**src/rtl/pseg_pkg.sv**
```systemverilog
// ----------------------------------------------------------------------------
// pseg_pkg
// Shared types and constants of the packet segmenter: the work descriptor
// that the front hands to the back, and the segment size limits.
// ----------------------------------------------------------------------------
package pseg_pkg;

  localparam logic [15:0] SEG_SIZE_RESET = 16'd1024;
  localparam logic [15:0] SEG_SIZE_MIN   = 16'd1;
  localparam logic [15:0] SEG_SIZE_MAX   = 16'd65534;
  localparam logic [15:0] SEG_SIZE_ALL1  = 16'hFFFF;

  // One accepted byte turned into the output bytes it causes.
  typedef struct packed {
    logic        hdr;       // emit the six header bytes first
    logic [15:0] hlen;      // header length field
    logic [15:0] pid;       // packet number
    logic [15:0] idx;       // subpacket index, bit 15 marks the last one
    logic [7:0]  data;      // the data byte itself
    logic        data_end;  // data byte closes its subpacket
    logic        pend;      // data byte closes the whole packet
    logic        cmd_en;    // append the command byte after the data byte
    logic [7:0]  cmd;       // command byte
  } pseg_job_t;

endpackage

```
**src/rtl/pseg_if.sv**
```systemverilog
// ----------------------------------------------------------------------------
// pseg_if
// Valid/ready channels of the packet segmenter: byte input, result output
// and the segment size write port.
// ----------------------------------------------------------------------------
interface pseg_in_if #(
  parameter int LENGTH_BITS = 24
);
  logic                   valid;
  logic                   ready;
  logic [7:0]             data_byte;
  logic                   start_of_packet;
  logic [LENGTH_BITS-1:0] packet_length;
  logic [7:0]             command_byte;

  modport source (output valid, data_byte, start_of_packet, packet_length, command_byte,
                  input ready);
  modport sink (input valid, data_byte, start_of_packet, packet_length, command_byte,
                output ready);
endinterface

interface pseg_out_if;
  logic       valid;
  logic       ready;
  logic [7:0] out_byte;
  logic       subpacket_first;
  logic       subpacket_end;
  logic       packet_end;
  logic       last;

  modport source (output valid, out_byte, subpacket_first, subpacket_end, packet_end, last,
                  input ready);
  modport sink (input valid, out_byte, subpacket_first, subpacket_end, packet_end, last,
                output ready);
endinterface

interface pseg_cfg_if;
  logic        valid;
  logic        ready;
  logic [15:0] segment_size;

  modport source (output valid, segment_size, input ready);
  modport sink (input valid, segment_size, output ready);
endinterface

```
**src/rtl/pseg_front.sv**
```systemverilog
// ----------------------------------------------------------------------------
// pseg_front
// Accepts input bytes, tracks the split state and turns each byte that
// produces output into one work descriptor for the queue.
// ----------------------------------------------------------------------------
module pseg_front #(
  parameter int LENGTH_BITS = 24
) (
  input  logic                  clk,
  input  logic                  rst,
  pseg_in_if.sink               packet,
  pseg_cfg_if.sink              cfg,
  input  logic                  q_full,
  output logic                  q_push,
  output pseg_pkg::pseg_job_t   q_job
);

  logic [15:0]            seg_size;
  logic [15:0]            pkt_counter;
  logic [15:0]            pkt_counter_next;
  logic [15:0]            cur_id;
  logic [15:0]            cur_id_next;
  logic [14:0]            sub_idx;
  logic [14:0]            sub_idx_next;
  logic [15:0]            seg_bytes;
  logic [15:0]            seg_bytes_next;
  logic [LENGTH_BITS-1:0] remain;
  logic [LENGTH_BITS-1:0] remain_next;
  logic [7:0]             cmd_reg;
  logic [7:0]             cmd_reg_next;
  logic                   active;
  logic                   active_next;

  logic [15:0]            seg_eff;
  logic [LENGTH_BITS-1:0] seg_wide;
  logic                   act_c;
  logic [15:0]            bis_c;
  logic [LENGTH_BITS-1:0] brem_c;
  logic [14:0]            sidx_c;
  logic                   hdr;
  logic                   is_last;
  logic [15:0]            dlen;
  logic [15:0]            bis_h;
  logic [15:0]            bis_n;
  logic [LENGTH_BITS-1:0] brem_n;
  logic                   first_end;
  logic                   other_end;
  logic                   done;
  logic                   accept;

  assign cfg.ready    = 1'b1;
  assign packet.ready = !q_full;
  assign accept       = packet.valid && packet.ready;

  always_comb begin
    if (seg_size == 16'd0) begin
      seg_eff = pseg_pkg::SEG_SIZE_MIN;
    end else if (seg_size == pseg_pkg::SEG_SIZE_ALL1) begin
      seg_eff = pseg_pkg::SEG_SIZE_MAX;
    end else begin
      seg_eff = seg_size;
    end
    seg_wide = LENGTH_BITS'(seg_eff);
  end

  always_comb begin
    act_c            = active;
    bis_c            = seg_bytes;
    brem_c           = remain;
    sidx_c           = sub_idx;
    cur_id_next      = cur_id;
    cmd_reg_next     = cmd_reg;
    pkt_counter_next = pkt_counter;
    // a start abandons any split in progress
    if (packet.start_of_packet) begin
      act_c = 1'b0;
      bis_c = 16'd0;
      if (packet.packet_length > seg_wide) begin
        act_c            = 1'b1;
        cmd_reg_next     = packet.command_byte;
        cur_id_next      = pkt_counter;
        pkt_counter_next = pkt_counter + 16'd1;
        sidx_c           = 15'd0;
        brem_c           = packet.packet_length;
      end
    end

    hdr       = (bis_c == 16'd0);
    is_last   = (brem_c <= seg_wide);
    dlen      = is_last ? brem_c[15:0] : seg_eff;
    bis_h     = hdr ? dlen : bis_c;
    bis_n     = bis_h - 16'd1;
    brem_n    = brem_c - LENGTH_BITS'(1);
    done      = (brem_n == '0);
    first_end = (bis_n == 16'd0) && (sidx_c == 15'd0);
    other_end = (bis_n == 16'd0) && (sidx_c != 15'd0);

    if (act_c) begin
      active_next    = !((first_end || other_end) && done);
      seg_bytes_next = bis_n;
      remain_next    = brem_n;
      if (first_end) begin
        sub_idx_next = 15'd1;
      end else if (other_end) begin
        sub_idx_next = sidx_c + 15'd1;
      end else begin
        sub_idx_next = sidx_c;
      end
    end else begin
      active_next    = 1'b0;
      seg_bytes_next = bis_c;
      remain_next    = brem_c;
      sub_idx_next   = sidx_c;
    end

    q_job.hdr      = hdr;
    q_job.hlen     = dlen + {15'd0, (sidx_c == 15'd0)};
    q_job.pid      = cur_id_next;
    q_job.idx      = {is_last, sidx_c};
    q_job.data     = packet.data_byte;
    q_job.data_end = other_end;
    q_job.pend     = other_end && done;
    q_job.cmd_en   = first_end;
    q_job.cmd      = cmd_reg_next;
  end

  assign q_push = accept && act_c;

  always_ff @(posedge clk) begin
    if (rst) begin
      seg_size    <= pseg_pkg::SEG_SIZE_RESET;
      pkt_counter <= 16'd0;
      cur_id      <= 16'd0;
      sub_idx     <= 15'd0;
      seg_bytes   <= 16'd0;
      remain      <= '0;
      cmd_reg     <= 8'd0;
      active      <= 1'b0;
    end else begin
      if (cfg.valid && cfg.ready) begin
        seg_size <= cfg.segment_size;
      end
      if (accept) begin
        pkt_counter <= pkt_counter_next;
        cur_id      <= cur_id_next;
        sub_idx     <= sub_idx_next;
        seg_bytes   <= seg_bytes_next;
        remain      <= remain_next;
        cmd_reg     <= cmd_reg_next;
        active      <= active_next;
      end
    end
  end

endmodule

```
**src/rtl/pseg_queue.sv**
```systemverilog
// ----------------------------------------------------------------------------
// pseg_queue
// Small first-in first-out buffer of work descriptors between front and back.
// ----------------------------------------------------------------------------
module pseg_queue #(
  parameter int DEPTH = 4
) (
  input  logic                clk,
  input  logic                rst,
  input  logic                push,
  input  pseg_pkg::pseg_job_t push_job,
  output logic                full,
  input  logic                pop,
  output pseg_pkg::pseg_job_t head,
  output logic                empty
);

  localparam int PTR_W = (DEPTH > 1) ? $clog2(DEPTH) : 1;
  localparam int CNT_W = $clog2(DEPTH + 1);

  pseg_pkg::pseg_job_t mem [DEPTH];
  logic [PTR_W-1:0]    wr_ptr;
  logic [PTR_W-1:0]    rd_ptr;
  logic [CNT_W-1:0]    count;

  assign full  = (count == CNT_W'(DEPTH));
  assign empty = (count == '0);
  assign head  = mem[rd_ptr];

  always_ff @(posedge clk) begin
    if (push) begin
      mem[wr_ptr] <= push_job;
    end
  end

  always_ff @(posedge clk) begin
    if (rst) begin
      wr_ptr <= '0;
      rd_ptr <= '0;
      count  <= '0;
    end else begin
      if (push) begin
        wr_ptr <= (wr_ptr == PTR_W'(DEPTH - 1)) ? '0 : wr_ptr + PTR_W'(1);
      end
      if (pop) begin
        rd_ptr <= (rd_ptr == PTR_W'(DEPTH - 1)) ? '0 : rd_ptr + PTR_W'(1);
      end
      if (push && !pop) begin
        count <= count + CNT_W'(1);
      end else if (pop && !push) begin
        count <= count - CNT_W'(1);
      end
    end
  end

  a_no_overflow: assert property (@(posedge clk) disable iff (rst) push |-> (!full || pop))
    else $error("queue written while full");
  a_no_underflow: assert property (@(posedge clk) disable iff (rst) pop |-> !empty)
    else $error("queue read while empty");
  a_count_step: assert property (@(posedge clk) disable iff (rst)
    (push && !pop) |=> (count == $past(count) + CNT_W'(1)))
    else $error("queue count did not advance on write");

endmodule

```
**src/rtl/pseg_back.sv**
```systemverilog
// ----------------------------------------------------------------------------
// pseg_back
// Walks each work descriptor byte by byte: header, data, command, and drives
// the registered output channel.
// ----------------------------------------------------------------------------
module pseg_back (
  input  logic                clk,
  input  logic                rst,
  input  pseg_pkg::pseg_job_t head,
  input  logic                empty,
  output logic                pop,
  pseg_out_if.source          segment
);

  localparam logic [2:0] STEP_HLEN_LO = 3'd0;
  localparam logic [2:0] STEP_HLEN_HI = 3'd1;
  localparam logic [2:0] STEP_PID_LO  = 3'd2;
  localparam logic [2:0] STEP_PID_HI  = 3'd3;
  localparam logic [2:0] STEP_IDX_LO  = 3'd4;
  localparam logic [2:0] STEP_IDX_HI  = 3'd5;
  localparam logic [2:0] STEP_DATA    = 3'd6;
  localparam logic [2:0] STEP_CMD     = 3'd7;

  logic       mid;
  logic [2:0] step;
  logic [2:0] cur_step;
  logic [2:0] end_step;
  logic       emit;
  logic       job_done;
  logic       out_valid;
  logic [7:0] byte_c;
  logic       first_c;
  logic       send_c;
  logic       pend_c;

  assign cur_step = mid ? step : (head.hdr ? STEP_HLEN_LO : STEP_DATA);
  assign end_step = head.cmd_en ? STEP_CMD : STEP_DATA;
  assign job_done = (cur_step == end_step);
  assign emit     = !empty && (!out_valid || segment.ready);
  assign pop      = emit && job_done;

  always_comb begin
    first_c = 1'b0;
    send_c  = 1'b0;
    pend_c  = 1'b0;
    case (cur_step)
      STEP_HLEN_LO: begin
        byte_c  = head.hlen[7:0];
        first_c = 1'b1;
      end
      STEP_HLEN_HI: byte_c = head.hlen[15:8];
      STEP_PID_LO:  byte_c = head.pid[7:0];
      STEP_PID_HI:  byte_c = head.pid[15:8];
      STEP_IDX_LO:  byte_c = head.idx[7:0];
      STEP_IDX_HI:  byte_c = head.idx[15:8];
      STEP_DATA: begin
        byte_c = head.data;
        send_c = head.data_end;
        pend_c = head.pend;
      end
      STEP_CMD: begin
        byte_c = head.cmd;
        send_c = 1'b1;
      end
      default: byte_c = head.data;
    endcase
  end

  always_ff @(posedge clk) begin
    if (rst) begin
      mid       <= 1'b0;
      step      <= STEP_HLEN_LO;
      out_valid <= 1'b0;
    end else begin
      if (emit) begin
        mid       <= !job_done;
        step      <= cur_step + 3'd1;
        out_valid <= 1'b1;
      end else if (segment.ready) begin
        out_valid <= 1'b0;
      end
    end
  end

  always_ff @(posedge clk) begin
    if (emit) begin
      segment.out_byte        <= byte_c;
      segment.subpacket_first <= first_c;
      segment.subpacket_end   <= send_c;
      segment.packet_end      <= pend_c;
      segment.last            <= job_done;
    end
  end

  assign segment.valid = out_valid;

  a_mid_follows: assert property (@(posedge clk) disable iff (rst)
    (emit && !job_done) |=> mid)
    else $error("descriptor left before its last byte");
  a_first_not_last: assert property (@(posedge clk) disable iff (rst)
    (segment.valid && segment.subpacket_first) |-> !segment.last)
    else $error("header start marked as final byte of an item");
  a_pend_marks: assert property (@(posedge clk) disable iff (rst)
    (segment.valid && segment.packet_end) |-> (segment.subpacket_end && segment.last))
    else $error("packet end without subpacket end");

endmodule

```
**src/rtl/packet_segmenter_unit.sv**
```systemverilog
// ----------------------------------------------------------------------------
// packet_segmenter_unit
// Splits long byte-stream packets into numbered subpackets with headers.
// ----------------------------------------------------------------------------
// The block takes one input byte per cycle whenever its descriptor queue has
// room, and sends one result byte per cycle on the output channel while the
// output is ready and a descriptor waits. An input byte yields 0, 1, 2, 7 or
// 8 result bytes; the output sequencer moves one byte per cycle under that
// same condition, header bytes first, then the data byte, then any command
// byte, and bytes that produce nothing are taken on the input side only.
// QUEUE_DEPTH descriptors decouple the two sides, so input keeps flowing
// through short output stalls and across header insertion until the queue is
// full. Bytes outside a split packet and packets no longer than the segment
// size are consumed silently. Write segment_size only while the block is idle;
// a value of 0 acts as 1 and 65535 acts as 65534. No clearing pass is needed
// after reset.
// ----------------------------------------------------------------------------
module packet_segmenter_unit #(
  parameter int LENGTH_BITS = 24,
  parameter int QUEUE_DEPTH = 4
) (
  input  logic       clk,
  input  logic       rst,
  pseg_in_if.sink    packet,
  pseg_cfg_if.sink   cfg,
  pseg_out_if.source segment
);

  // front to queue
  logic                push;
  pseg_pkg::pseg_job_t push_job;
  logic                full;
  // queue to back
  logic                pop;
  pseg_pkg::pseg_job_t head;
  logic                empty;

  // Classify input bytes and track split state; push one descriptor per
  // byte that produces output.
  pseg_front #(
    .LENGTH_BITS(LENGTH_BITS)
  ) u_front (
    .clk    (clk),
    .rst    (rst),
    .packet (packet),
    .cfg    (cfg),
    .q_full (full),
    .q_push (push),
    .q_job  (push_job)
  );

  // Hold descriptors so front and back stall independently.
  pseg_queue #(
    .DEPTH(QUEUE_DEPTH)
  ) u_queue (
    .clk      (clk),
    .rst      (rst),
    .push     (push),
    .push_job (push_job),
    .full     (full),
    .pop      (pop),
    .head     (head),
    .empty    (empty)
  );

  // Expand each descriptor into header, data and command bytes.
  pseg_back u_back (
    .clk     (clk),
    .rst     (rst),
    .head    (head),
    .empty   (empty),
    .pop     (pop),
    .segment (segment)
  );

endmodule
```
**src/flat_wrapper.sv**
```systemverilog
// flat-port wrapper written by rule: the top's interface ports become plain ports
module packet_segmenter_unit_flat 
#(
  parameter int LENGTH_BITS = 24,
  parameter int QUEUE_DEPTH = 4
)
  (clk, rst, packet_valid, packet_data_byte, packet_start_of_packet, packet_packet_length, packet_command_byte, packet_ready, cfg_valid, cfg_segment_size, cfg_ready, segment_valid, segment_out_byte, segment_subpacket_first, segment_subpacket_end, segment_packet_end, segment_last, segment_ready);
  pseg_in_if #(.LENGTH_BITS(LENGTH_BITS)) packet_i ();
  pseg_cfg_if cfg_i ();
  pseg_out_if segment_i ();
  input  logic clk;
  input  logic rst;
  input wire logic [$bits(packet_i.valid)-1:0] packet_valid;
  input wire logic [$bits(packet_i.data_byte)-1:0] packet_data_byte;
  input wire logic [$bits(packet_i.start_of_packet)-1:0] packet_start_of_packet;
  input wire logic [$bits(packet_i.packet_length)-1:0] packet_packet_length;
  input wire logic [$bits(packet_i.command_byte)-1:0] packet_command_byte;
  output wire logic [$bits(packet_i.ready)-1:0] packet_ready;
  input wire logic [$bits(cfg_i.valid)-1:0] cfg_valid;
  input wire logic [$bits(cfg_i.segment_size)-1:0] cfg_segment_size;
  output wire logic [$bits(cfg_i.ready)-1:0] cfg_ready;
  output wire logic [$bits(segment_i.valid)-1:0] segment_valid;
  output wire logic [$bits(segment_i.out_byte)-1:0] segment_out_byte;
  output wire logic [$bits(segment_i.subpacket_first)-1:0] segment_subpacket_first;
  output wire logic [$bits(segment_i.subpacket_end)-1:0] segment_subpacket_end;
  output wire logic [$bits(segment_i.packet_end)-1:0] segment_packet_end;
  output wire logic [$bits(segment_i.last)-1:0] segment_last;
  input wire logic [$bits(segment_i.ready)-1:0] segment_ready;
  assign packet_i.valid = packet_valid;
  assign packet_i.data_byte = packet_data_byte;
  assign packet_i.start_of_packet = packet_start_of_packet;
  assign packet_i.packet_length = packet_packet_length;
  assign packet_i.command_byte = packet_command_byte;
  assign packet_ready = packet_i.ready;
  assign cfg_i.valid = cfg_valid;
  assign cfg_i.segment_size = cfg_segment_size;
  assign cfg_ready = cfg_i.ready;
  assign segment_valid = segment_i.valid;
  assign segment_out_byte = segment_i.out_byte;
  assign segment_subpacket_first = segment_i.subpacket_first;
  assign segment_subpacket_end = segment_i.subpacket_end;
  assign segment_packet_end = segment_i.packet_end;
  assign segment_last = segment_i.last;
  assign segment_i.ready = segment_ready;
  packet_segmenter_unit #(.LENGTH_BITS(LENGTH_BITS), .QUEUE_DEPTH(QUEUE_DEPTH)) u_core (.clk(clk), .rst(rst), .packet(packet_i), .cfg(cfg_i), .segment(segment_i));
endmodule
```
**config.mk**
```make
export PLATFORM = sky130hd
export DESIGN_NAME = packet_segmenter_unit_flat
export DESIGN_NICKNAME = d
export VERILOG_FILES = /design/src/rtl/pseg_pkg.sv /design/src/rtl/pseg_if.sv /design/src/rtl/pseg_front.sv /design/src/rtl/pseg_queue.sv /design/src/rtl/pseg_back.sv /design/src/rtl/packet_segmenter_unit.sv /design/src/flat_wrapper.sv
export SDC_FILE = /design/constraint.sdc
export NUM_CORES = 1
export LEC_CHECK = 0
export ABC_AREA = 1
export BUFFER_PORTS_ARGS = -buffer_cell sky130_fd_sc_hd__buf_2
export CAP_MARGIN = 20
export CORE_UTILIZATION = 40
export DETAILED_ROUTE_END_ITERATION = 8
export GPL_TIMING_DRIVEN = 1
export MAX_ROUTING_LAYER = met4
export SKIP_LAST_GASP = 1
export SYNTH_ARGS = -nofsm -noshare
export SYNTH_HDL_FRONTEND = slang
export SYNTH_SLANG_ARGS = --single-unit
```
**constraint.sdc**
```tcl
create_clock -name clk -period 12.1 [get_ports clk]
set_input_delay 2.42 -clock clk [delete_from_list [all_inputs] [get_ports clk]]
set_output_delay 2.42 -clock clk [all_outputs]
set_load 0.01 [all_outputs]
```
==> results.md <==
- The run finished with clean final reports.
- The average via count per standard cell is 5.388.
- By area the synthesized netlist is led by edfxtp_1, dfxtp_1, nand2_1.
- Power spread over the standard cell area amounts to 221.8 nW/µm².
- The final hold violation count was 0.
- The register with the highest flop count is u_core.u_queue.mem.
- Fill cells in the final layout number 4,803.
- The HPWL after detailed placement is 40,880 µm.
- The nature of the critical path startpoint is an input port.
- The floorplan step defined a core boundary enclosing 50,170 µm².
- The CTS clock-pin slew for the worst setup and hold paths is 0.06 ns.
- Entering global routing, the biggest net connects 83 pins.
- The starting density of the core is 40.54%.
- The number of max-slew violations in the final report was 0.
- The initial antenna violation count is 0.
- The number of library cell types mapped by synthesis is 58.
- STA puts the critical path data required time at 12.39 ns.
- The detailed router finished its first iteration with 1,458 violations.
- The number of standard cells after synthesis is 2,295.
- The mapped cell area is 20,340 µm².
- The first global-routing pass estimated 93,730 µm of wire.
- The number of setup buffers added after CTS is 0.
- The top cell type's share of synthesized area is 41.93%.
- The share of final-layout standard cells stronger than drive strength 1 is 10.51%.
- The clock tree from TritonCTS is done.
- The largest total area in the synthesized netlist belongs to edfxtp_1.
- The tool flagged a number of max-cap violations equal to 0.
- Counting the buffers created by CTS gives 46.
- In this run, synthesis produced a sequential element count of 410.
- The critical path data arrival time is 9.62 ns.
- The endpoint type of the worst setup path is a flip-flop.
- The critical path in this run is classified as input port to flip-flop.
- The maximum VDD drop is 0.1308 mV.
- In this run the clock root is driven by a clkbuf_16.
- After detailed routing, the average wire length per cell comes to 19.85 µm.
- Before CTS, the worst setup slack after placement is 2.350 ns.
- The fraction of synthesis flops using an asynchronous set or reset pin is 0%.
- The worst pin sits at a relative slew slack of 32.49%.
- The width of the chip is 227.5 µm.
- Detailed routing inserted a total of 16,391 vias.
- The deepest clock path buffer count is 3.
- The number of enable flip-flop cells after synthesis is 284.
- The final critical-path setup slack is 2.769 ns.
- Counting both buffers and inverters, the worst setup path holds a total of 8.
- Global routing used 24.53% of the available tracks across all layers.
- Timing would allow up to 107.2 MHz.
- Of all nets on the critical path, the largest fanout is 44.
- The number of top-level design ports is 77.
- The site row count is 82.
- The final cycle utilization of the critical path is 77.11%.
- The transition time at the pin with the least slew margin is 0.9871 ns.
- The average instance in the mapped netlist occupies 8.863 µm².
- The cell that appears most often on the critical path is nand2_1.
- The first detailed-routing pass ran for 5 iterations.
- The largest registers in the layout are u_core.u_queue.mem: 272 flops, u_core.u_front.remain: 24 flops.
- The number of flip-flops in the largest register is 272.
- The total number of nets in the final design is 2,451.
- For this run, the register share of the synthesized area comes to 54.33%.
- The final-layout worst hold slack is 0.4497 ns.
- The leakage power figure is 8.535 nW.
- For this run, the leading register cell type out of synthesis is edfxtp_1.
- Relative to the synthesized area, the layout overhead comes to 12.12%.
- The synthesized net count is 2,411.
- The count of warnings emitted by yosys is 0.
- The largest single stage delay on the critical path is 0.77 ns.
- The count of clock tree sinks is 410.
- The number of gates resized after CTS is 0.
- The slowest library cell on the worst path is o21ai_0.
- Setup violations remaining at the end of the flow were counted as 0.
- The sum of negative setup slack is 0 ns.
- The via count of the first global-routing pass is 15,846.
- The congestion estimate from routability-driven global placement came to 0.9177.
- Global routing finished with a remaining overflow of 0.
- The aggregate routed wire length is 60,390 µm.
- Setup repair after global routing left no endpoint under its margin.
- The total of buffers placed on input and output ports is 75.
- The hold buffer count at cts is 0.
- The die covers 51,750 µm².
- The later pin in the worst-skew pair is clocked with a latency of 0.59 ns.
- On the critical path the largest part of the delay comes from simple AND/OR/NAND/NOR gates.
- In this run the worst hold path is classified as flip-flop to flip-flop.
- The H-tree depth reported by CTS is 2.
- 0 antenna diodes ended up in the layout.
- In the routed design, unresolved DRC markers number 0.
- The time the worst path needs with I/O delays and setup is 9.331 ns.
- On the final layout, the worst clock skew is 0.01849 ns.
- The vertical extent of the die is 227.5 µm.
- The detail route stage leaves a number of antenna-violating nets equal to 0.
-- cell usage in the layout, fill, tap and decap left out, types with 7 or more instances in the layout --
master,count
nand3_2,7
buf_4,18
nand4_1,37
dfxtp_1,124
ha_1,53
edfxtp_1,284
xor2_1,37
nand3b_1,7
inv_1,218
o21ai_2,7
nand3_1,94
clkbuf_16,47
nor2_2,20
nand2_1,375
o21ai_0,226
or2_2,18
a2111oi_0,7
o21ai_1,12
clkinv_1,11
buf_2,75
a31oi_1,16
a22oi_1,17
nor3_1,26
nor2_4,7
nor2_1,337
a21oi_1,144
o22ai_1,30
nor4_1,17
clkbuf_1,14
nand2_2,16
-- per-layer routing --
| metal | up-vias | global-route usage [%] | share of wire (%) |
|---|---|---|---|
| met5 | - | - | 0 |
| met4 | 0 | 6.971 | 2.6 |
| met3 | 93 | 3.098 | 4.7 |
| met2 | 452 | 39.42 | 47 |
| met1 | 7923 | 32.50 | 46 |
| li1 | 7923 | - | - |
-- cells by family after synthesis --
family,count (synthesis),share of synthesized area (%)
and+or+nand+nor,974,20.88
other,1,0.01844
xor gates and xnor gates,40,1.722
DFF,410,54.33
buffers and inverters,328,6.391
adders and majority gates,54,3.359
AOI/OAI and AO/OA,488,13.30
-- layout make-up --
| type | instances | area [µm²] | share of cell area (%) |
|---|---|---|---|
| clock buffer | 62 | 1242 | 5.448 |
| clock inverter | 21 | 246.5 | 1.081 |
| inverter | 225 | 850.8 | 3.731 |
| multi-input combinational | 1557 | 8033 | 35.22 |
| sequential | 410 | 11060 | 48.48 |
| tap | 672 | 840.8 | 3.687 |
| timing repair buffer | 95 | 536.8 | 2.354 |
-- worst reg2reg max path, delay by kind of cell (launching register included) --
family	cells	cell delay (ns)
fa+ha+maj	3	0.76
simple gates	28	4.51
buf+inv	8	1.45
flops	1	0.36
compound gates	2	1.22
-- final timing paths --
kind / startpoint / to / slack, ns / cells after the start
worst max-delay path: packet_packet_length[15] / u_core.u_queue.mem[1][9] / 2.77 / 39
worst min-delay path: u_core.u_front.cmd_reg[6] / u_core.u_front.cmd_reg[6] / 0.45 / 2
worst max register to register: u_core.u_front.seg_size[2] / u_core.u_queue.mem[1][9] / 3.51 / 41
worst min register to register: u_core.u_front.cmd_reg[6] / u_core.u_front.cmd_reg[6] / 0.45 / 2
-- synth_stat cells, types with 9 or more instances --
library cell	instances
nand3_1	94
inv_1	219
nand2_2	15
ha_1	53
nor2_1	343
nand2_1	376
nand4_1	37
a21oi_1	144
xor2_1	37
dfxtp_1	126
a22oi_1	17
o21ai_1	12
buf_1	9
edfxtp_1	284
clkbuf_1	78
o21ai_0	226
nor2_2	18
or2_2	18
nor3_1	26
nor4_1	17
buf_2	9
o22ai_1	30
a31oi_1	17
-- stage by stage --
stage	cells	power [mW]	util, %	cell area, µm²
floorplan	2295	3.062	-	20340
global placement	2957	3.665	42.44	21290
detailed placement	2958	3.677	42.46	21300
CTS	3041	5.081	45.43	22790
global route	3042	5.375	45.46	22810
finish	3042	5.058	45.46	22810
-- report_power, final --
group | internal (mW) | switching [mW] | leakage (nW)
Clock | 0.826 | 0.577 | 0.716
Sequential | 1.67 | 0.0741 | 3.64
Combinational | 0.527 | 1.38 | 4.18
Total | 3.02 | 2.03 | 8.54
No activity file was read; power rests on OpenSTA's default activity.
